===== src/rtl/core/dmadc_pkg.sv =====
`default_nettype none
package dmadc_pkg;

  // Bus operation codes
  localparam logic [1:0] OP_READ  = 2'd0;
  localparam logic [1:0] OP_WRITE = 2'd1;
  localparam logic [1:0] OP_TICK  = 2'd2;

  // Register map of the bus side
  localparam logic [2:0] REG_CTRL     = 3'd0;
  localparam logic [2:0] REG_COUNT    = 3'd1;
  localparam logic [2:0] REG_SECTOR   = 3'd2;
  localparam logic [2:0] REG_DMA      = 3'd3;
  localparam logic [2:0] REG_CAPACITY = 3'd4;

  // Configuration register indexes
  localparam logic [1:0] CFG_CAPACITY = 2'd0;
  localparam logic [1:0] CFG_BASE     = 2'd1;
  localparam logic [1:0] CFG_SEEK     = 2'd2;

  // Transfer phases
  localparam logic [1:0] PH_IDLE  = 2'd0;
  localparam logic [1:0] PH_DELAY = 2'd1;
  localparam logic [1:0] PH_XFER  = 2'd2;

  localparam int unsigned WordBytes = 4;
  localparam int unsigned ProdWidth = 48;
  localparam int unsigned DivSteps  = ProdWidth;
  localparam int unsigned CntWidth  = $clog2(DivSteps);

  localparam logic [31:0] BaseDelayReset  = 32'd100;
  localparam logic [31:0] SeekFactorReset = 32'd1000;

  typedef struct packed {
    logic step;      // apply the accepted request and load the output register
    logic mul;       // form distance times seek factor
    logic div_step;  // one restoring division step
    logic fin;       // load the seek delay and enter the delay phase
  } cmd_t;

  typedef struct packed {
    logic seek_req;  // accepted request is a start that needs a seek delay
  } status_t;

endpackage
`default_nettype wire


===== src/rtl/core/dmadc_ctrl.sv =====
`default_nettype none
module dmadc_ctrl (
  input  wire logic             clk_i,
  input  wire logic             rst_ni,
  input  wire logic             in_valid_i,
  output logic                  in_ready_o,
  output logic                  out_valid_o,
  input  wire logic             out_ready_i,
  input  wire dmadc_pkg::status_t status_i,
  output dmadc_pkg::cmd_t       cmd_o
);
  import dmadc_pkg::*;

  localparam logic [1:0] S_IDLE = 2'd0;
  localparam logic [1:0] S_MUL  = 2'd1;
  localparam logic [1:0] S_DIV  = 2'd2;
  localparam logic [1:0] S_FIN  = 2'd3;

  logic [1:0]          state_q, state_d;
  logic [CntWidth-1:0] cnt_q, cnt_d;
  logic                ovalid_q, ovalid_d;
  logic                accept;

  assign in_ready_o  = (state_q == S_IDLE) && (!ovalid_q || out_ready_i);
  assign accept      = in_valid_i && in_ready_o;
  assign out_valid_o = ovalid_q;

  always_comb begin
    state_d = state_q;
    cnt_d   = cnt_q;
    cmd_o   = '0;
    ovalid_d = ovalid_q;
    if (ovalid_q && out_ready_i) begin
      ovalid_d = 1'b0;
    end
    case (state_q)
      S_IDLE: begin
        if (accept) begin
          cmd_o.step = 1'b1;
          ovalid_d   = 1'b1;
          if (status_i.seek_req) begin
            state_d = S_MUL;
          end
        end
      end
      S_MUL: begin
        cmd_o.mul = 1'b1;
        cnt_d     = '0;
        state_d   = S_DIV;
      end
      S_DIV: begin
        cmd_o.div_step = 1'b1;
        cnt_d          = cnt_q + 1'b1;
        if (cnt_q == CntWidth'(DivSteps - 1)) begin
          state_d = S_FIN;
        end
      end
      S_FIN: begin
        cmd_o.fin = 1'b1;
        state_d   = S_IDLE;
      end
      default: state_d = S_IDLE;
    endcase
  end

  always_ff @(posedge clk_i or negedge rst_ni) begin
    if (!rst_ni) begin
      state_q  <= S_IDLE;
      cnt_q    <= '0;
      ovalid_q <= 1'b0;
    end else begin
      state_q  <= state_d;
      cnt_q    <= cnt_d;
      ovalid_q <= ovalid_d;
    end
  end

endmodule
`default_nettype wire


===== src/rtl/core/dmadc_dp.sv =====
`default_nettype none
module dmadc_dp #(
  parameter int unsigned SECTOR_WORDS = 128
) (
  input  wire logic              clk_i,
  input  wire logic              rst_ni,
  input  wire logic              cfg_valid_i,
  input  wire logic [1:0]        cfg_index_i,
  input  wire logic [31:0]       cfg_data_i,
  input  wire logic [1:0]        operation_i,
  input  wire logic [2:0]        register_index_i,
  input  wire logic [31:0]       write_data_i,
  input  wire dmadc_pkg::cmd_t   cmd_i,
  output dmadc_pkg::status_t     status_o,
  output logic [31:0]            read_data_o,
  output logic                   bus_error_o,
  output logic                   move_valid_o,
  output logic                   move_to_disk_o,
  output logic [31:0]            memory_address_o,
  output logic [31:0]            disk_sector_o,
  output logic [6:0]             word_in_sector_o,
  output logic                   interrupt_pulse_o
);
  import dmadc_pkg::*;

  localparam int unsigned WW = (SECTOR_WORDS > 1) ? $clog2(SECTOR_WORDS) : 1;

  // Configuration
  logic [31:0] cap_q;
  logic [15:0] base_q, seek_q;

  // Controller state
  logic        wm_q, wm_d, ien_q, ien_d, err_q, err_d, busy_q, busy_d;
  logic [31:0] count_q, count_d, cur_q, cur_d, dma_q, dma_d, prev_q, prev_d;
  logic [31:0] delay_q, delay_d, sl_q, sl_d, run_q, run_d;
  logic [1:0]  phase_q, phase_d;
  logic [WW-1:0] words_q, words_d;

  // Seek delay unit
  logic [ProdWidth-1:0] dvd_q;
  logic [31:0]          rem_q;
  logic [32:0]          trial, diff;
  logic [31:0]          span;
  logic [ProdWidth:0]   dsum;

  // Result
  logic [31:0] rd_d;
  logic        be_d, mv_d, md_d, ip_d;
  logic [31:0] ma_d, ds_d;
  logic [6:0]  wi_d;

  logic          locked, start, range_bad, eff_start;
  logic [31:0]   eff_sl, eff_run, words32;
  logic [WW-1:0] eff_words;
  logic [32:0]   end_sum;

  assign locked  = (phase_q == PH_XFER);
  assign start   = (operation_i == OP_WRITE) && (register_index_i == REG_CTRL) && !locked
                   && write_data_i[0];
  assign status_o.seek_req = start && (cap_q != '0);

  assign end_sum   = {1'b0, cur_q} + {1'b0, count_q};
  assign range_bad = (cap_q == '0) || (count_q == '0) || (cur_q >= cap_q)
                     || (end_sum > {1'b0, cap_q});

  always_comb begin
    wm_d = wm_q; ien_d = ien_q; err_d = err_q; busy_d = busy_q;
    count_d = count_q; cur_d = cur_q; dma_d = dma_q; prev_d = prev_q;
    delay_d = delay_q; sl_d = sl_q; run_d = run_q; phase_d = phase_q;
    words_d = words_q;
    rd_d = '0; be_d = 1'b0; mv_d = 1'b0; md_d = 1'b0; ip_d = 1'b0;
    ma_d = '0; ds_d = '0; wi_d = '0;
    eff_start = 1'b0;
    eff_sl = sl_q; eff_run = run_q; eff_words = words_q;
    words32 = '0;
    case (operation_i)
      OP_READ: begin
        if (register_index_i == REG_CTRL) begin
          rd_d = {27'd0, busy_q, err_q, wm_q, ien_q, 1'b0};
        end else if (register_index_i == REG_CAPACITY) begin
          rd_d = cap_q;
        end else begin
          be_d = 1'b1;
        end
      end
      OP_WRITE: begin
        case (register_index_i)
          REG_CTRL: begin
            if (!locked) begin
              wm_d  = write_data_i[2];
              ien_d = write_data_i[1];
              if (write_data_i[0]) begin
                busy_d = 1'b1;
                err_d  = 1'b0;
              end
            end
          end
          REG_COUNT:  if (!locked) count_d = write_data_i;
          REG_SECTOR: if (!locked) cur_d = write_data_i;
          REG_DMA:    if (!locked) dma_d = write_data_i;
          default:    be_d = 1'b1;
        endcase
      end
      OP_TICK: begin
        if (phase_q == PH_DELAY) begin
          if (delay_q != '0) begin
            delay_d = delay_q - 1'b1;
          end else if (range_bad) begin
            err_d   = 1'b1;
            busy_d  = 1'b0;
            phase_d = PH_IDLE;
            ip_d    = ien_q;
          end else begin
            eff_start = 1'b1;
            eff_sl    = count_q;
            eff_run   = dma_q;
            eff_words = '0;
          end
        end
        if (eff_start || locked) begin
          // One word move per tick, words then sectors ascending.
          words32 = 32'(eff_words);
          mv_d    = 1'b1;
          md_d    = wm_q;
          ma_d    = eff_run;
          ds_d    = cur_q;
          wi_d    = words32[6:0];
          phase_d = PH_XFER;
          run_d   = eff_run + 32'(WordBytes);
          sl_d    = eff_sl;
          words_d = eff_words + 1'b1;
          if (eff_words == WW'(SECTOR_WORDS - 1)) begin
            words_d = '0;
            cur_d   = cur_q + 1'b1;
            sl_d    = eff_sl - 1'b1;
            if (eff_sl == 32'd1) begin
              prev_d  = cur_q + 1'b1;
              busy_d  = 1'b0;
              phase_d = PH_IDLE;
              ip_d    = ien_q;
            end
          end
        end
      end
      default: ;
    endcase
  end

  assign span  = (cur_q >= prev_q) ? (cur_q - prev_q) : (prev_q - cur_q);
  assign trial = {rem_q, dvd_q[ProdWidth-1]};
  assign diff  = trial - {1'b0, cap_q};
  assign dsum  = {1'b0, dvd_q} + (ProdWidth + 1)'(base_q);

  always_ff @(posedge clk_i or negedge rst_ni) begin
    if (!rst_ni) begin
      cap_q  <= '0;
      base_q <= BaseDelayReset[15:0];
      seek_q <= SeekFactorReset[15:0];
      wm_q <= 1'b0; ien_q <= 1'b0; err_q <= 1'b0; busy_q <= 1'b0;
      count_q <= '0; cur_q <= '0; dma_q <= '0; prev_q <= '0;
      delay_q <= '0; sl_q <= '0; run_q <= '0; phase_q <= PH_IDLE; words_q <= '0;
    end else begin
      if (cfg_valid_i) begin
        case (cfg_index_i)
          CFG_CAPACITY: cap_q  <= cfg_data_i;
          CFG_BASE:     base_q <= cfg_data_i[15:0];
          CFG_SEEK:     seek_q <= cfg_data_i[15:0];
          default: ;
        endcase
      end
      if (cmd_i.step) begin
        wm_q <= wm_d; ien_q <= ien_d; err_q <= err_d; busy_q <= busy_d;
        count_q <= count_d; cur_q <= cur_d; dma_q <= dma_d; prev_q <= prev_d;
        delay_q <= delay_d; sl_q <= sl_d; run_q <= run_d; phase_q <= phase_d;
        words_q <= words_d;
      end else if (cmd_i.fin) begin
        // Saturate the seek delay to 32 bits.
        delay_q <= (dsum[ProdWidth:32] != '0) ? '1 : dsum[31:0];
        phase_q <= PH_DELAY;
      end
    end
  end

  always_ff @(posedge clk_i) begin
    if (cmd_i.mul) begin
      dvd_q <= span * seek_q;
      rem_q <= '0;
    end else if (cmd_i.div_step) begin
      if (!diff[32]) begin
        rem_q <= diff[31:0];
        dvd_q <= {dvd_q[ProdWidth-2:0], 1'b1};
      end else begin
        rem_q <= trial[31:0];
        dvd_q <= {dvd_q[ProdWidth-2:0], 1'b0};
      end
    end
    if (cmd_i.step) begin
      read_data_o       <= rd_d;
      bus_error_o       <= be_d;
      move_valid_o      <= mv_d;
      move_to_disk_o    <= md_d;
      memory_address_o  <= ma_d;
      disk_sector_o     <= ds_d;
      word_in_sector_o  <= wi_d;
      interrupt_pulse_o <= ip_d;
    end
  end

endmodule
`default_nettype wire


===== src/rtl/core/dma_disk_controller_unit.sv =====
`default_nettype none
// Results are registered: each appears in the cycle after its request is accepted.
// Throughput: one request per cycle unless the output stalls, except a start
// write that finds a disk, which occupies the block while the seek delay is formed
// by one multiply and a 48-step restoring divider (one quotient bit per cycle).
// Reset: asynchronous, active low; all but the result and divider registers reset.
module dma_disk_controller_unit #(
  parameter int unsigned SECTOR_WORDS = 128
) (
  input  wire logic        clk_i,
  input  wire logic        rst_ni,
  // Configuration write channel; always ready.
  input  wire logic        cfg_valid_i,
  output logic             cfg_ready_o,
  input  wire logic [1:0]  cfg_index_i,
  input  wire logic [31:0] cfg_data_i,
  // Request channel.
  input  wire logic        in_valid_i,
  output logic             in_ready_o,
  input  wire logic [1:0]  operation_i,
  input  wire logic [2:0]  register_index_i,
  input  wire logic [31:0] write_data_i,
  // Result channel.
  output logic             out_valid_o,
  input  wire logic        out_ready_i,
  output logic [31:0]      read_data_o,
  output logic             bus_error_o,
  output logic             move_valid_o,
  output logic             move_to_disk_o,
  output logic [31:0]      memory_address_o,
  output logic [31:0]      disk_sector_o,
  output logic [6:0]       word_in_sector_o,
  output logic             interrupt_pulse_o
);
  import dmadc_pkg::*;

  cmd_t    cmd;
  status_t status;

  assign cfg_ready_o = 1'b1;

  // The controller sequences each request and the seek calculation after a start.
  dmadc_ctrl u_ctrl (
    .clk_i       (clk_i),
    .rst_ni      (rst_ni),
    .in_valid_i  (in_valid_i),
    .in_ready_o  (in_ready_o),
    .out_valid_o (out_valid_o),
    .out_ready_i (out_ready_i),
    .status_i    (status),
    .cmd_o       (cmd)
  );

  // The datapath holds the register file, transfer counters and the divider.
  dmadc_dp #(
    .SECTOR_WORDS (SECTOR_WORDS)
  ) u_dp (
    .clk_i             (clk_i),
    .rst_ni            (rst_ni),
    .cfg_valid_i       (cfg_valid_i),
    .cfg_index_i       (cfg_index_i),
    .cfg_data_i        (cfg_data_i),
    .operation_i       (operation_i),
    .register_index_i  (register_index_i),
    .write_data_i      (write_data_i),
    .cmd_i             (cmd),
    .status_o          (status),
    .read_data_o       (read_data_o),
    .bus_error_o       (bus_error_o),
    .move_valid_o      (move_valid_o),
    .move_to_disk_o    (move_to_disk_o),
    .memory_address_o  (memory_address_o),
    .disk_sector_o     (disk_sector_o),
    .word_in_sector_o  (word_in_sector_o),
    .interrupt_pulse_o (interrupt_pulse_o)
  );

endmodule
`default_nettype wire


===== config.mk =====
export PLATFORM = sky130hd
export DESIGN_NAME = dma_disk_controller_unit
export DESIGN_NICKNAME = d
export VERILOG_FILES = /design/src/rtl/core/dmadc_pkg.sv /design/src/rtl/core/dmadc_ctrl.sv /design/src/rtl/core/dmadc_dp.sv /design/src/rtl/core/dma_disk_controller_unit.sv
export SDC_FILE = /design/constraint.sdc
export NUM_CORES = 2
export LEC_CHECK = 0
export BUFFER_PORTS_ARGS = -buffer_cell sky130_fd_sc_hd__buf_4
export CAP_MARGIN = 20
export CORE_MARGIN = 4
export CORE_UTILIZATION = 55
export DETAILED_ROUTE_END_ITERATION = 12
export GPL_TIMING_DRIVEN = 1
export MAX_ROUTING_LAYER = met4
export PLACE_DENSITY = 0.75
export SLEW_MARGIN = 30
export SYNTH_ARGS = -nofsm -noshare
export SYNTH_HDL_FRONTEND = slang
export SYNTH_SLANG_ARGS = --single-unit

===== constraint.sdc =====
create_clock -name clk_i -period 10.7 [get_ports clk_i]
set_clock_uncertainty 0.05 [all_clocks]
set_input_delay 1.07 -clock clk_i [delete_from_list [all_inputs] [get_ports clk_i]]
set_output_delay 1.07 -clock clk_i [all_outputs]
set_load 0.005 [all_outputs]

# [Word level (Yosys, flattened, before mapping)]
# Index checks and enable logic that the tools add are counted.
[totals] elab_cells=212 input_bits=76 ff_bits=497 out_inout_bits=110
[op_classes] n_bitwise=3 n_addsub=11 muxes=86 n_lt_le_gt_ge=3 n_mul=1 eq_ne=34 n_reduce_logical=44
[ops] op="$mux 32" n=21
[ops] op="$mux 48" n=2
[ops] op="$ge 32x32->1" n=2
[ops] op="$logic_not 32->1" n=2
[ops] op="$pmux 32 s2" n=1
[ops] op="$reduce_bool 32->1" n=2
[ops] op="$sub 32x1->32 const B" n=2
[ops] op="$sub 32x32->32" n=2
[ops] op="$add 48x16->49" n=1
[ops] op="$mul 32x16->48" n=1
[ops] op="$mux 1" n=38
[ops] op="$mux 7" n=5
[ops] op="$add 32x32->33" n=1
[ops] op="$gt 33x32->1" n=1
[ops] op="$sub 33x32->33" n=1
[ops] op="$add 32x1->32 const B" n=1
[ops] op="$add 32x3->32 const B" n=1
[ops] op="$eq 32x1->1 const B" n=1
[ops] op="$mux 2" n=12
[ops] op="$ne 2x1->1 const B" n=9
[ops] op="$reduce_bool 17->1" n=1
[ops] op="$reduce_and 4->1" n=4
[ops] op="$reduce_and 5->1" n=3
[ops] op="$ne 2x2->1 const B" n=6
[ops] op="other kinds (28)" n=62

# [Depth between registers and ports, before layout]
[depth] word_depth=14 ltp_mapped=41 ltp_nobuf=38

# [Modules after synthesis]
# From an unflattened synthesis, not the netlist that was laid out.
[hier_totals] cells_unflattened=5642 area_unflattened_um2=50258.2
[modules_own_cells] mod="dmadc_dp" cells_per_inst=5591 n_inst=1 seq_area_each_um2=12838.6 area_per_inst_um2=49745.2
[modules_own_cells] mod="dmadc_ctrl" cells_per_inst=49 n_inst=1 seq_area_each_um2=225.2 area_per_inst_um2=501.7
[modules_own_cells] mod="dma_disk_controller_unit" cells_per_inst=2 n_inst=1 seq_area_each_um2=0.0 area_per_inst_um2=11.3

# [Worst setup path before layout]
# Ideal clock, no wire load.
[synth_path] path_type="register to register" from="register u_dp.cur_q[0]" to="register u_dp.dvd_q[41], data pin" path_slack_ns=0.753 path_stages_with_launch=39 synth_period_minus_slack_ns=9.947 setup_time_ns=0.260 n_path_buf=4 t_required_ns=10.390 arrival_time_ns=9.637 cell_sequence="dfrtp_1 -> inv_1 -> ha_1 -> inv_1 -> fa_1 -> a21o_1 -> a311o_1 -> a211oi_1 -> o211a_1 -> o21bai_1 -> nand2_1 -> clkbuf_1 -> clkbuf_1 -> mux2i_1 -> xnor2_1 -> clkbuf_1 -> nand2_1 -> fa_1 -> [... 3 more ...] -> fa_1 -> fa_1 -> inv_1 -> fa_1 -> inv_1 -> ha_1 -> clkbuf_1 -> a21oi_1 -> o2111ai_1 -> a221oi_1 -> nand2_1 -> o21ai_0 -> a31oi_1 -> a311o_1 -> a21o_1 -> a31oi_1 -> xnor2_1 -> mux2_2"
[synth_via] elab_chain_len=4 elab_cells_between_ends=6 classes_between="2 x add/sub; 1 x mul; 1 x order compare; 2 x mux"
[synth_lines] item="from (decl)" line="dmadc_dp.sv:34" text="logic [31:0] count_q, count_d, cur_q, cur_d, dma_q, dma_d, prev_q, prev_d;"
[synth_lines] item="from (signal assigned)" line="dmadc_dp.sv:173" text="count_q <= count_d; cur_q <= cur_d; dma_q <= dma_d; prev_q <= prev_d;"
[synth_lines] item="$sub 32x32->32 or $ge 32x32->1 (tied branches)" line="dmadc_dp.sv:149" text="assign span = (cur_q >= prev_q) ? (cur_q - prev_q) : (prev_q - cur_q);"
[synth_lines] item="$mux 32 *" line="dmadc_dp.sv:149"
[synth_lines] item="$mul 32x16->48 *" line="dmadc_dp.sv:186" text="dvd_q <= span * seek_q;"
[synth_lines] item="$mux 48 *" line="dmadc_dp.sv:185" text="if (cmd_i.mul) begin"
[synth_lines] item="to (signal assigned)" line="dmadc_dp.sv:186"
[synth_lines] item="to (signal assigned)" line="dmadc_dp.sv:191" text="dvd_q <= {dvd_q[ProdWidth-2:0], 1'b1};"
[synth_lines] item="to (signal assigned)" line="dmadc_dp.sv:194" text="dvd_q <= {dvd_q[ProdWidth-2:0], 1'b0};"
[synth_lines] item="to (decl)" line="dmadc_dp.sv:40" text="logic [ProdWidth-1:0] dvd_q;"
# Mark *: on every way between the ends. The rest lies on a longest branch, timed or not.
# A chain may end at the register's enable or synchronous reset.

# [Final worst setup path]
[layout_path] from="register u_dp.cur_q[0]" to="register u_dp.dvd_q[43], data pin"
# The elaborated chain is that of the path after synthesis.

==> flow_summary.toml <==
[worst_setup_path]
critPathSlowestCell = "fa_1"
crit_family = "adder cells"
r2r_cells = 40
max_stage_delay_ns = 0.54
critical_path_cell_count = 40
worstPathArrival_ns = 10.44
crit-reg2reg-capture = "u_dp.dvd_q[43]"
worst-path-max-fanout = 18
rr_startpoint = "u_dp.cur_q[0]"
start_kind = "register"
crit_path_end = "u_dp.dvd_q[43]"
critPathCaptureType = "register"
crit_start = "u_dp.cur_q[0]"
reg2reg_setup_slack_ns = 0.56
required_ns = 11.01
crit_type = "register to register"
worst_path_most_repeated_cell = "fa_1"
crit_buf_inv = 10

[logic_synthesis]
async_reset_ff_share_pct = 62.4
synth_cell_types = 86
ys_seq_area_share_pct = 26.4
ys_ff_latch = 497
synth_edf_count = 155
synth.cell_area_um2 = 49400
ys.flop_type = "dfrtp_1"
yosys_warnings = 0
synthCells = 5578
syn_area_per_cell_um2 = 8.86
syn-num-nets = 6419

[floorplanning]
start_util_pct = 55.7
die_w_um = 308
core_area_um2 = 88800
die_h_um = 308
fp-row-count = 109
die-area_um2 = 94700
io_pins = 186

[clock_network]
cts_hold_buf = 0
cts_tree = "yes"
root_buffer = "clkbuf_16"
htree_levels = 2
clock_latency_ns = 0.67
clk_pin_slew_ns = 0.06
cts.sinks = 497
cts_buffers = 55
clk_path_buf_depth = 3

[global_route]
grt_pass1_vias = 42012
grt-ovfl-total = 0
grt_use_total_pct = 34.1
grt_pass1_wl_um = 246000
antenna_found_initial = 12
grt_start_max_net_pins = 135

[routing]
antenna_left = 0
avgViaCountPerCell = 6.19
drt-initial-drc-count = 4754
drcViolationCount = 0
wl_per_cell_um = 22.8
dr.pass1.iters = 6
wirelength_um = 158000
routed-via-count = 42784

[cells_and_area]
syn2layout_area_growth_pct = 10.1
finish.utilization_pct = 61.3
layout-drive-gt1-share_pct = 10.8
nNetsFinal = 6524
final_area_um2 = 54400

[timing]
max_freq_mhz = 98.6
relSlewSlack_pct = 31.3
setup_tns_ns = 0
worst_pin_slew_ns = 1.03
finalCritPeriodShare_pct = 94.8
setup_viol = 0
rsz0062_at_grt = "no"
fin_crit_ns = 10.14
slew_violations = 0
final-hold-violation-count = 0

[placed_design]
dp_hpwl_um = 119000
placed_cell_area_um2 = 52300
routabilityCongestion = 0.983
port_buffers = 184

[outcome]
outcome = "finished, final reports clean"

[run]
cap_violations = 0

[worst_hold_path]
hp-class = "input port to async pin"
## registers in the layout, indices dropped and copies added, names as in the netlist, 2 cells and up
| signal | flops |
|---|---|
| u_dp.cur_q | 32 |
| u_dp.delay_q | 32 |
| u_dp.rem_q | 32 |
| u_dp.word_in_sector_o | 7 |
| u_ctrl.state_q | 2 |
| u_dp.phase_q | 2 |
| u_dp.run_q | 32 |
| u_dp.sl_q | 32 |
| u_dp.dma_q | 32 |
| u_dp.seek_q | 16 |
| u_dp.read_data_o | 32 |
| u_dp.cap_q | 32 |
| u_dp.base_q | 16 |
| u_dp.prev_q | 32 |
| u_dp.memory_address_o | 32 |
| u_dp.dvd_q | 48 |
| u_dp.count_q | 32 |
| u_ctrl.cnt_q | 6 |
| u_dp.disk_sector_o | 32 |
| u_dp.words_q | 7 |
## repair_timing
item,CTS,global route
buffers inserted,0,1
endpoints found under the setup margin,0,13
gates resized for setup,0,16
## worst min path at each step
stage / to / cells after the start
floorplan: u_dp.run_q[0] / 2
global placement: u_dp.run_q[1] / 2
detailed placement: u_dp.run_q[1] / 2
CTS: u_dp.run_q[1] / 2
global route: u_dp.run_q[2] / 1
finish: u_dp.run_q[5] / 1
## cells by family after synthesis
kind of cell,Yosys count,synth area share (%)
compound gates,1173,14.6
simple gates,1812,17.8
xor+xnor,193,3.42
other cells,1,0.00759
flops,497,26.4
fa+ha+maj,765,25.8
buf+inv,910,6.95
mux,227,4.98
## layer usage
layer,vias up,track usage [%],wire length [um]
met5,-,-,0
met4,0,11.2,5710
met3,306,7.12,16200
met2,2106,50.5,70200
met1,21162,47.2,65500
li1,19210,-,-
## area by class of cell
cell class              instances  area [um2]
multi-input cells            4171       33100
diodes                         14        35.0
flip-flops and latches        497       13100
well taps                    1165        1460
clock inverters                32         413
inverters                     639        2400
clock buffers                  72        1500
fillers                      7642       34400
repair buffers                319        2450
## synthesized netlist by cell type (10+ instances only)
| master | number | area share, % |
|---|---|---|
| dfxtp_1 | 32 | 1.3 |
| nor2_1 | 293 | 2.2 |
| mux2_2 | 150 | 3.4 |
| o211ai_1 | 22 | 0.33 |
| o21a_1 | 26 | 0.40 |
| fa_1 | 423 | 17 |
| a211oi_1 | 80 | 1.2 |
| nand2_1 | 661 | 5.0 |
| mux2i_1 | 77 | 1.6 |
| xor2_1 | 57 | 1.0 |
| a221oi_1 | 11 | 0.19 |
| a21oi_1 | 386 | 3.9 |
| nand3_1 | 165 | 1.7 |
| o22ai_1 | 20 | 0.25 |
| dfrtp_1 | 301 | 15 |
| buf_1 | 14 | 0.11 |
| o22a_1 | 12 | 0.21 |
| o21ai_0 | 284 | 2.9 |
| a21o_1 | 93 | 1.4 |
| nor2b_1 | 33 | 0.42 |
| xnor2_1 | 136 | 2.4 |
| and4_1 | 16 | 0.28 |
| nor4_1 | 41 | 0.52 |
| o31ai_1 | 21 | 0.32 |
| clkbuf_1 | 248 | 1.9 |
| a21boi_0 | 10 | 0.15 |
| o21bai_1 | 35 | 0.53 |
| nor3_1 | 87 | 0.88 |
| nand2b_1 | 37 | 0.47 |
| and2_1 | 251 | 3.2 |
| edfxtp_1 | 155 | 9.4 |
| and3_1 | 66 | 0.84 |
| or2_2 | 13 | 0.16 |
| nand4_1 | 71 | 0.90 |
| a22oi_1 | 13 | 0.20 |
| a31oi_1 | 58 | 0.73 |
| ha_1 | 342 | 8.7 |
| inv_1 | 638 | 4.8 |
| or3_1 | 24 | 0.30 |
| or4_1 | 17 | 0.26 |
## through the flow
step / cells / hold slack [ns] / setup slack, ns
after detailed placement: 6789 / 0.406 / 0.165
final: 6909 / 0.278 / 0.561
after global routing: 6905 / 0.294 / 0.0277
after CTS: 6893 / 0.421 / 0.0354
after global placement: 6789 / 0.399 / 0.356
after floorplan: 5578 / 0.389 / 0.753
## worst reg2reg max path: cells and delay by family, from the launching register on
family / cells / cell delay [ns]
adder cells (fa/ha/maj): 9 / 4.04
AO/OA/AOI/OAI: 15 / 3.13
buffers and inverters: 10 / 1.16
AND/OR/NAND/NOR: 3 / 0.54
flip-flops: 1 / 0.37
XOR/XNOR: 2 / 0.30
multiplexers: 1 / 0.26
## cell usage in the layout (no fill, tap or decap), types with 13 or more instances in the layout
cell type	n
o21ai_0	283
nand2b_1	37
fa_1	422
mux2i_1	77
edfxtp_1	155
and3_1	65
or3_1	24
dfrtp_1	298
buf_4	313
o211ai_1	22
nor2b_1	33
a31oi_1	58
or4_1	17
a22oi_1	13
inv_1	637
and4_1	15
ha_1	338
o21bai_1	35
xnor2_1	131
a21o_1	93
clkbuf_16	57
or2_2	13
a211oi_1	80
dfxtp_1	32
mux2_2	150
nor2_1	290
a21oi_1	385
clkbuf_1	13
nand3_1	165
xor2_1	57
o22ai_1	20
nor4_1	40
nor3_1	86
nand4_1	71
o21a_1	26
nand2_1	659
and2_1	251
o31ai_1	21
diode_2	14
Power is left out: the tool's default activity adds up to more than one toggle a clock period on the data nets, which glitch-free logic cannot reach.
